==> src/design/ctt_pkg.sv <==
// ----------------------------------------------------------------------------
// ctt_pkg
// Shared types and constants for the countdown timer table: sizes, opcodes,
// result kinds, entry states and the controller/datapath interface structs.
// ----------------------------------------------------------------------------
package ctt_pkg;

	localparam int NUM_TIMERS = 16;
	// slot and entry are four bits wide, so at most sixteen entries are kept
	localparam int BANK  = (NUM_TIMERS < 16) ? NUM_TIMERS : 16;
	localparam int IDX_W = (BANK > 1) ? $clog2(BANK) : 1;

	localparam int IN_DATA_W  = 56;
	localparam int OUT_DATA_W = 48;

	typedef enum logic [2:0] {
		OP_TICK  = 3'd0,
		OP_ALLOC = 3'd1,
		OP_FREE  = 3'd2,
		OP_BIND  = 3'd3,
		OP_START = 3'd4
	} opcode_t;

	typedef enum logic [1:0] {
		KIND_DONE    = 2'd0,
		KIND_GRANT   = 2'd1,
		KIND_FAIL    = 2'd2,
		KIND_EXPIRED = 2'd3
	} kind_t;

	typedef enum logic [1:0] {
		ENT_UNUSED  = 2'd0,
		ENT_ALLOC   = 2'd1,
		ENT_RUNNING = 2'd2
	} ent_state_t;

	typedef struct packed {
		logic load;       // latch the accepted word and start a new item
		logic tick_step;  // process the entry under the scan index for a tick
		logic alloc_step; // advance the allocation scan
		logic grant;      // take the entry under the scan index and report it
		logic finish;     // apply free/bind/start and send the final result
	} ctt_cmd_t;

	typedef struct packed {
		logic new_tick;   // word at the input is a tick
		logic new_alloc;  // word at the input is an allocate
		logic hit;        // running entry under the scan index reaches zero
		logic found;      // entry under the scan index is unused
		logic pend_v;     // an expiry result is held back
		logic last_idx;   // scan index is on the final entry
		logic out_free;   // output register can take a word this cycle
	} ctt_sts_t;

endpackage

==> src/design/ctt_ctrl.sv <==
// ----------------------------------------------------------------------------
// ctt_ctrl
// Controller for the timer table: accepts one operation at a time and steps
// the datapath through the tick scan, the allocation scan and the final word.
// ----------------------------------------------------------------------------
module ctt_ctrl (
	input  logic              clk,
	input  logic              arst_n,
	input  logic              in_valid,
	output logic              in_ready,
	input  ctt_pkg::ctt_sts_t sts,
	output ctt_pkg::ctt_cmd_t cmd
);

	typedef enum logic [3:0] {
		ST_IDLE   = 4'b0001,
		ST_TICK   = 4'b0010,
		ST_ALLOC  = 4'b0100,
		ST_FINISH = 4'b1000
	} state_t;

	state_t state_q, state_d;

	always_comb begin
		state_d  = state_q;
		cmd      = '0;
		in_ready = 1'b0;
		unique case (state_q)
			ST_IDLE: begin
				in_ready = 1'b1;
				if (in_valid) begin
					cmd.load = 1'b1;
					if (sts.new_tick) begin
						state_d = ST_TICK;
					end else if (sts.new_alloc) begin
						state_d = ST_ALLOC;
					end else begin
						state_d = ST_FINISH;
					end
				end
			end
			ST_TICK: begin
				// a second expiry pushes the held one out, which needs the output
				if (!(sts.hit && sts.pend_v) || sts.out_free) begin
					cmd.tick_step = 1'b1;
					if (sts.last_idx) begin
						state_d = ST_FINISH;
					end
				end
			end
			ST_ALLOC: begin
				if (sts.found) begin
					if (sts.out_free) begin
						cmd.grant = 1'b1;
						state_d   = ST_IDLE;
					end
				end else if (sts.last_idx) begin
					state_d = ST_FINISH;
				end else begin
					cmd.alloc_step = 1'b1;
				end
			end
			ST_FINISH: begin
				if (sts.out_free) begin
					cmd.finish = 1'b1;
					state_d    = ST_IDLE;
				end
			end
			default: begin
				state_d = ST_IDLE;
			end
		endcase
	end

	always_ff @(posedge clk or negedge arst_n) begin
		if (!arst_n) begin
			state_q <= ST_IDLE;
		end else begin
			state_q <= state_d;
		end
	end

endmodule

==> src/design/ctt_datapath.sv <==
// ----------------------------------------------------------------------------
// ctt_datapath
// Timer table storage, scan index, tick counter, held expiry result and the
// output register of the result stream.
// ----------------------------------------------------------------------------
module ctt_datapath (
	input  logic                               clk,
	input  logic                               arst_n,
	input  logic [ctt_pkg::IN_DATA_W-1:0]      in_data,
	input  ctt_pkg::ctt_cmd_t                  cmd,
	output ctt_pkg::ctt_sts_t                  sts,
	output logic                               out_valid,
	input  logic                               out_ready,
	output logic [ctt_pkg::OUT_DATA_W-1:0]     out_data,
	output logic [1:0]                         out_kind,
	output logic                               out_last
);

	// entry table
	ctt_pkg::ent_state_t ent_state_q [ctt_pkg::BANK];
	logic [31:0]         remaining_q [ctt_pkg::BANK];
	logic [7:0]          ent_byte_q  [ctt_pkg::BANK];
	logic [3:0]          ent_queue_q [ctt_pkg::BANK];

	logic [31:0] tick_total_q;

	// latched operation
	logic [2:0]  op_q;
	logic [3:0]  slot_q;
	logic [3:0]  queue_q;
	logic [7:0]  byte_q;
	logic [31:0] ticks_q;

	logic [ctt_pkg::IDX_W-1:0] idx_q;

	// held expiry result
	logic                      pend_v_q;
	logic [ctt_pkg::IDX_W-1:0] pend_idx_q;
	logic [7:0]                pend_byte_q;
	logic [3:0]                pend_queue_q;

	// output register
	logic        out_v_q;
	logic [1:0]  o_kind_q;
	logic [3:0]  o_entry_q;
	logic [7:0]  o_byte_q;
	logic [3:0]  o_queue_q;
	logic [31:0] o_now_q;
	logic        o_last_q;

	logic [2:0]                in_op;
	logic [ctt_pkg::IDX_W-1:0] slot_idx;
	logic                      slot_ok;
	logic                      running;
	logic [31:0]               dec;
	logic                      hit;
	logic                      found;
	logic                      out_free;

	logic        push;
	logic [1:0]  push_kind;
	logic [3:0]  push_entry;
	logic [7:0]  push_byte;
	logic [3:0]  push_queue;
	logic        push_last;

	assign in_op    = in_data[2:0];
	assign slot_idx = slot_q[ctt_pkg::IDX_W-1:0];
	assign slot_ok  = ({1'b0, slot_q} < 5'(ctt_pkg::BANK));
	assign running  = (ent_state_q[idx_q] == ctt_pkg::ENT_RUNNING);
	assign dec      = remaining_q[idx_q] - 32'd1;
	assign hit      = running && (dec == 32'd0);
	assign found    = (ent_state_q[idx_q] == ctt_pkg::ENT_UNUSED);
	assign out_free = !out_v_q || out_ready;

	always_comb begin
		sts           = '0;
		sts.new_tick  = (in_op == ctt_pkg::OP_TICK);
		sts.new_alloc = (in_op == ctt_pkg::OP_ALLOC);
		sts.hit       = hit;
		sts.found     = found;
		sts.pend_v    = pend_v_q;
		sts.last_idx  = (idx_q == ctt_pkg::IDX_W'(ctt_pkg::BANK - 1));
		sts.out_free  = out_free;
	end

	// result selection
	always_comb begin
		push       = 1'b0;
		push_kind  = ctt_pkg::KIND_DONE;
		push_entry = 4'd0;
		push_byte  = 8'd0;
		push_queue = 4'd0;
		push_last  = 1'b1;
		if (cmd.tick_step && hit && pend_v_q) begin
			push       = 1'b1;
			push_kind  = ctt_pkg::KIND_EXPIRED;
			push_entry = 4'(pend_idx_q);
			push_byte  = pend_byte_q;
			push_queue = pend_queue_q;
			push_last  = 1'b0;
		end else if (cmd.grant) begin
			push       = 1'b1;
			push_kind  = ctt_pkg::KIND_GRANT;
			push_entry = 4'(idx_q);
		end else if (cmd.finish) begin
			push = 1'b1;
			if (pend_v_q) begin
				push_kind  = ctt_pkg::KIND_EXPIRED;
				push_entry = 4'(pend_idx_q);
				push_byte  = pend_byte_q;
				push_queue = pend_queue_q;
			end else if (op_q == ctt_pkg::OP_ALLOC) begin
				push_kind = ctt_pkg::KIND_FAIL;
			end
		end
	end

	always_ff @(posedge clk) begin
		if (cmd.load) begin
			op_q    <= in_data[2:0];
			slot_q  <= in_data[6:3];
			queue_q <= in_data[10:7];
			byte_q  <= in_data[18:11];
			ticks_q <= in_data[50:19];
		end
		if (cmd.tick_step && hit) begin
			pend_idx_q   <= idx_q;
			pend_byte_q  <= ent_byte_q[idx_q];
			pend_queue_q <= ent_queue_q[idx_q];
		end
		if (cmd.tick_step && running) begin
			remaining_q[idx_q] <= dec;
		end
		if (cmd.finish && slot_ok) begin
			if (op_q == ctt_pkg::OP_BIND) begin
				ent_byte_q[slot_idx]  <= byte_q;
				ent_queue_q[slot_idx] <= queue_q;
			end
			if (op_q == ctt_pkg::OP_START) begin
				remaining_q[slot_idx] <= ticks_q;
			end
		end
		if (push) begin
			o_kind_q  <= push_kind;
			o_entry_q <= push_entry;
			o_byte_q  <= push_byte;
			o_queue_q <= push_queue;
			o_now_q   <= tick_total_q;
			o_last_q  <= push_last;
		end
	end

	always_ff @(posedge clk or negedge arst_n) begin
		if (!arst_n) begin
			for (int i = 0; i < ctt_pkg::BANK; i++) begin
				ent_state_q[i] <= ctt_pkg::ENT_UNUSED;
			end
			tick_total_q <= '0;
			idx_q        <= '0;
			pend_v_q     <= 1'b0;
			out_v_q      <= 1'b0;
		end else begin
			if (cmd.load) begin
				idx_q    <= '0;
				pend_v_q <= 1'b0;
				if (in_op == ctt_pkg::OP_TICK) begin
					tick_total_q <= tick_total_q + 32'd1;
				end
			end
			if (cmd.tick_step || cmd.alloc_step) begin
				idx_q <= idx_q + 1'b1;
			end
			if (cmd.tick_step && hit) begin
				ent_state_q[idx_q] <= ctt_pkg::ENT_ALLOC;
				pend_v_q           <= 1'b1;
			end
			if (cmd.grant) begin
				ent_state_q[idx_q] <= ctt_pkg::ENT_ALLOC;
			end
			if (cmd.finish && slot_ok) begin
				if (op_q == ctt_pkg::OP_FREE) begin
					ent_state_q[slot_idx] <= ctt_pkg::ENT_UNUSED;
				end
				if (op_q == ctt_pkg::OP_START) begin
					ent_state_q[slot_idx] <= ctt_pkg::ENT_RUNNING;
				end
			end
			if (push) begin
				out_v_q <= 1'b1;
			end else if (out_ready) begin
				out_v_q <= 1'b0;
			end
		end
	end

	assign out_valid = out_v_q;
	assign out_data  = {o_now_q, o_queue_q, o_byte_q, o_entry_q};
	assign out_kind  = o_kind_q;
	assign out_last  = o_last_q;

endmodule

==> src/design/countdown_timer_table.sv <==
// ----------------------------------------------------------------------------
// countdown_timer_table
// Bank of sixteen software countdown timers with tick, allocate, free, bind
// and start operations, one operation word in, one or more result words out.
//
//   channel   dir  contents
//   s_axis    in   operation word: opcode, slot, queue_id, event_byte, ticks
//   m_axis    out  result word: entry, out_byte, out_queue, now; kind on
//                  tuser, last of the item on tlast
//
// a tick or allocate scans the table one entry per cycle, while not held as below;
// free, bind and start go straight to their final result.
// the next word is taken once the previous item has sent its final result
// into the output register, which may still wait on m_axis_tready.
// a stalled output holds the tick scan only when a second expiry is found.
// reset clears all entries to unused and the tick counter to zero at once.
// ----------------------------------------------------------------------------
module countdown_timer_table (
	input  logic                              clk,
	input  logic                              arst_n,
	input  logic                              s_axis_tvalid,
	output logic                              s_axis_tready,
	// opcode[2:0], slot[6:3], queue_id[10:7], event_byte[18:11], ticks[50:19]
	input  logic [ctt_pkg::IN_DATA_W-1:0]     s_axis_tdata,
	output logic                              m_axis_tvalid,
	input  logic                              m_axis_tready,
	// entry[3:0], out_byte[11:4], out_queue[15:12], now[47:16]
	output logic [ctt_pkg::OUT_DATA_W-1:0]    m_axis_tdata,
	// kind[1:0]
	output logic [1:0]                        m_axis_tuser,
	output logic                              m_axis_tlast
);

	ctt_pkg::ctt_cmd_t cmd;
	ctt_pkg::ctt_sts_t sts;

	ctt_ctrl u_ctrl (
		.clk      (clk),
		.arst_n   (arst_n),
		.in_valid (s_axis_tvalid),
		.in_ready (s_axis_tready),
		.sts      (sts),
		.cmd      (cmd)
	);

	ctt_datapath u_datapath (
		.clk       (clk),
		.arst_n    (arst_n),
		.in_data   (s_axis_tdata),
		.cmd       (cmd),
		.sts       (sts),
		.out_valid (m_axis_tvalid),
		.out_ready (m_axis_tready),
		.out_data  (m_axis_tdata),
		.out_kind  (m_axis_tuser),
		.out_last  (m_axis_tlast)
	);

endmodule

==> config.mk <==
export PLATFORM = sky130hd
export DESIGN_NAME = countdown_timer_table
export DESIGN_NICKNAME = d
export VERILOG_FILES = /design/src/design/ctt_pkg.sv /design/src/design/ctt_ctrl.sv /design/src/design/ctt_datapath.sv /design/src/design/countdown_timer_table.sv
export SDC_FILE = /design/constraint.sdc
export NUM_CORES = 1
export LEC_CHECK = 0
export BUFFER_PORTS_ARGS = -buffer_cell sky130_fd_sc_hd__buf_2
export CAP_MARGIN = 20
export CORE_ASPECT_RATIO = 1.2
export CORE_MARGIN = 4
export CORE_UTILIZATION = 45
export CTS_CLUSTER_SIZE = 40
export DETAILED_ROUTE_END_ITERATION = 12
export GPL_ROUTABILITY_DRIVEN = 0
export HOLD_SLACK_MARGIN = 0.08
export PLACE_DENSITY_LB_ADDON = 0.05
export SLEW_MARGIN = 20
export SYNTH_ARGS = -nofsm -noshare
export SYNTH_HDL_FRONTEND = slang
export SYNTH_HIERARCHICAL = 1
export SYNTH_SLANG_ARGS = --single-unit
==> constraint.sdc <==
create_clock -name clk -period 20.6 [get_ports clk]
set_input_delay 3.09 -clock clk [delete_from_list [all_inputs] [get_ports clk]]
set_output_delay 3.09 -clock clk [all_outputs]
set_load 0.005 [all_outputs]
==> impl_results.md <==
- Status: finished, final reports clean
- Ys Warns: 6
- Worst Reg-to-Reg Cells: 23
- H-Tree Depth: 3
- Min-delay worst type: reg2reg
- Die H: around 340 um
- Area growth syn-to-layout: 11.9%
- Sequential area share after synthesis: approximately two thirds
- Starting Density: a little under half
- Crit end category: flip-flop
- # setup viols final: 0
- Die area: between 90000 and 100000 um^2
- Final ANT Viol Nets: 0
- Vias in the first global route: roughly 26000
- Largest net degree at the start of global routing: between 80 and 90
- CTS tree: built
- Routed vias/inst: 6.06
- Post-DP HPWL: 68.1 mm
- Mapped cell area: 40800 um^2
- GRT Resource Usage Total: about a quarter
- CTS Hold Bufs: 0
- Drt pass-1 iters: 6
- Skew-Pair Late Insertion Delay: 0.67 ns
- TritonCTS Buffers: 94
- Arrival time at the worst endpoint: about 9.5 ns
- Switching part of the total: around 26%
- Seq cells post-synth: ~900
- Avg Inst Size Synth: around 13 um^2
- Reg2Reg Setup Slack: between 10 and 15 ns
- Fin Setup TNS: 0 ns
- RSZ-0062 raised after global routing: false
- Leak: roughly 15 nW
- Fin. max-slew vios: 0
- Layout cells sized above 1: 18.6%
- Clock power frac: between 30% and 40%
- Total gr overflow: 0
- Maximum clock path buffer count: 3
- RR Startpoint: u_datapath/idx_q[0]
- WP data required: ~21 ns
- Post-Place Setup Slack: 11.46 ns
- Post-route DRC: 0
- Rel. slew slack: 20.2%
- Core Region: ~90000 um^2
- Main flop type after synthesis: edfxtp_1
- Crit Path Max Fanout: around 90
- F_max: roughly 110 MHz
- Nets: 3179
- Peak VDD IR: about 0.085 mV
- Post-cts resize count: 0
- CTS Root Cell: clkbuf_16
- Pwr dens: 97.6 nW/um^2
- Post-CTS Setup Bufs: 0
- Clock Sinks: approximately 900
- Final cycle utilization of the critical path: between 40% and 50%
- Clk_skew: between 0.02 and 0.03 ns
- Final wirelength: 123 mm
- RR Endpoint: u_datapath/o_now_q[6]
- Worst Hold End: u_datapath/o_now_q[13]
- # rows: 120
- Hold_sp: u_datapath/tick_total_q[13]
- Combinational share of power: between 10% and 20%
- Number of flops mapped to enable cells by yosys: ~820
- Fin crit period: just over 9 ns
- Yosys cell types: just under 70
- Commonest non-fill, non-tap cells in the layout: edfxtp_1, nor2_1, a21oi_1, mux4_2, nand2_1
- Sequential share of power: roughly 50%
- Buffers on Ports: 107
- Critical setup path kind: reg2reg
- Cells after Synth: ~3100
- Die W: around 280 um
- Worst Slack Setup Final: between 10 and 15 ns
- NetSw: between 1 and 1.5 mW
- Startpoint Class: flip-flop
- Diodes inserted: 0
- Initial antenna violation count: 3
- Routed WL per cell: approximately 28 um
- Final hold slack: between 0.4 and 0.5 ns
- Ports: about 110
- Drt initial violations: 2927
- Int Pwr: ~3.3 mW
- Hold Path Depth: 0
- Commonest non-fill, non-tap cell in the layout: edfxtp_1
- Global-route wire length before repair: 177 mm
- CTS clock-pin slew for the worst setup and hold paths: 0.06 ns
- Max Cap Violations: 0
- Syn nets: 3185
- Worst Tran Pin Value: around 1.2 ns
- Vias: around 26000
- Final hold viol count: 0
- Synth async-reset ratio: under 10%
power by group through the flow:
| stage | clock network [mW] | logic (mW) | registers [mW] |
|---|---|---|---|
| after floorplan | 0 | 0.446 | 2.18 |
| after global placement | 0 | 0.515 | 2.27 |
| after detailed placement | 0 | 0.533 | 2.27 |
| after CTS | 1.74 | 0.534 | 2.24 |
| after global routing | 1.81 | 0.578 | 2.25 |
| final | 1.70 | 0.528 | 2.24 |
layer usage:
layer / share of wire, % / up-vias / GRT usage (%)
li1: - / 11600 / -
met1: 38 / 13300 / 31.9
met2: 50 / 1197 / 44.6
met3: 7.3 / 275 / 3.69
met4: 4.1 / 6 / 9.94
met5: 0.034 / - / 0
logic make-up (layout without fill, tap and decap cells):
group | count (synthesis) | in the layout | share of synthesized area [%]
and+or+nand+nor | 981 | 981 | 10.1
DFF | 896 | 896 | 65.0
AOI/OAI and AO/OA | 661 | 661 | 9.07
buffers and inverters | 304 | 377 | 3.08
muxes | 210 | 210 | 11.2
xor gates and xnor gates | 59 | 59 | 1.27
adders and majority gates | 7 | 7 | 0.215
worst max-delay path, stage by stage (launching register included):
cell and delay [ns]:
dfrtp_4 0.93, buf_12 0.61, mux4_2 0.61, a22o_1 0.22
a221oi_1 0.42, ha_1 0.34, nand2_1 0.07, a21oi_1 0.16
a22oi_1 0.23, or3_1 0.56, o31ai_4 0.71, nand2_1 0.13
nand4b_1 0.23, nor4_1 0.75, and4_1 0.41, nand2_1 0.21
nor2_1 0.14, nor2_1 0.05, buf_4 0.19, nand3_1 0.08
a211o_1 0.19, or2_1 0.42, nand2_2 0.53, buf_4 0.47
worst max-delay path by stage:
stage	startpoint	end	slack (ns)
global placement	u_datapath/idx_q[0]	u_datapath/o_now_q[4]	11.66
floorplan	u_datapath/idx_q[0]	u_datapath/remaining_q[0][0]	13.04
CTS	u_datapath/idx_q[0]	u_datapath/o_now_q[4]	11.40
global route	u_datapath/idx_q[0]	u_datapath/o_now_q[6]	10.96
detailed placement	u_datapath/idx_q[0]	u_datapath/o_now_q[4]	11.46
finish	u_datapath/idx_q[0]	u_datapath/o_now_q[6]	11.50
Yosys cell counts (4+ instances only):
cell / number / area, um^2
a21oi_1: 425 / 2130
a22o_1: 7 / 61.3
a22oi_1: 51 / 383
a31oi_1: 17 / 106
a32o_1: 4 / 40.0
and2_1: 24 / 150
and3_1: 7 / 43.8
and4_1: 5 / 43.8
buf_1: 51 / 191
buf_2: 13 / 65.1
buf_4: 7 / 52.6
buf_6: 10 / 113
clkbuf_1: 212 / 796
dfrtp_1: 73 / 1830
edfxtp_1: 822 / 24700
ha_1: 7 / 87.6
inv_1: 10 / 37.5
mux2i_1: 11 / 110
mux4_2: 197 / 4440
nand2_1: 129 / 484
nand2b_1: 4 / 25.0
nand3_1: 39 / 195
nand4_1: 14 / 87.6
nand4b_1: 4 / 35.0
nor2_1: 685 / 2570
nor2b_1: 8 / 50.1
nor3_1: 7 / 35.0
nor3b_1: 4 / 30.0
nor4_1: 16 / 100
o21ai_0: 92 / 460
o22ai_1: 16 / 100
o31a_1: 15 / 131
o31ai_1: 18 / 135
or2_2: 7 / 43.8
or3_1: 7 / 43.8
xnor2_1: 41 / 359
xor2_1: 18 / 158
layout make-up:
cell class,instances,area [um^2]
Clock buffer,119,2460
Clock inverter,56,584
Fill cell,7609,44000
Inverter,11,41.3
Multi-Input combinational cell,1918,13400
Sequential cell,896,26500
Tap cell,1159,1450
Timing Repair Buffer,191,1180
through the flow:
stage	instance area [um^2]	std cells	util (%)	total power [mW]
after floorplan	40800	3118	-	2.63
after global placement	42600	4175	47.5	2.78
after detailed placement	42600	4175	47.6	2.80
after CTS	45700	4350	50.9	4.51
after global routing	45700	4350	51.0	4.63
final	45700	4350	51.0	4.46
registers in the layout, summed over array words and instances (netlist names), 8 cells and up:
| signal | cells |
|---|---|
| u_datapath/byte_q | 8 |
| u_datapath/ent_byte_q | 128 |
| u_datapath/ent_queue_q | 64 |
| u_datapath/ent_state_q | 32 |
| u_datapath/o_byte_q | 8 |
| u_datapath/o_now_q | 32 |
| u_datapath/pend_byte_q | 8 |
| u_datapath/remaining_q | 512 |
| u_datapath/tick_total_q | 32 |
| u_datapath/ticks_q | 32 |
Power figures use the tool's default switching activity.
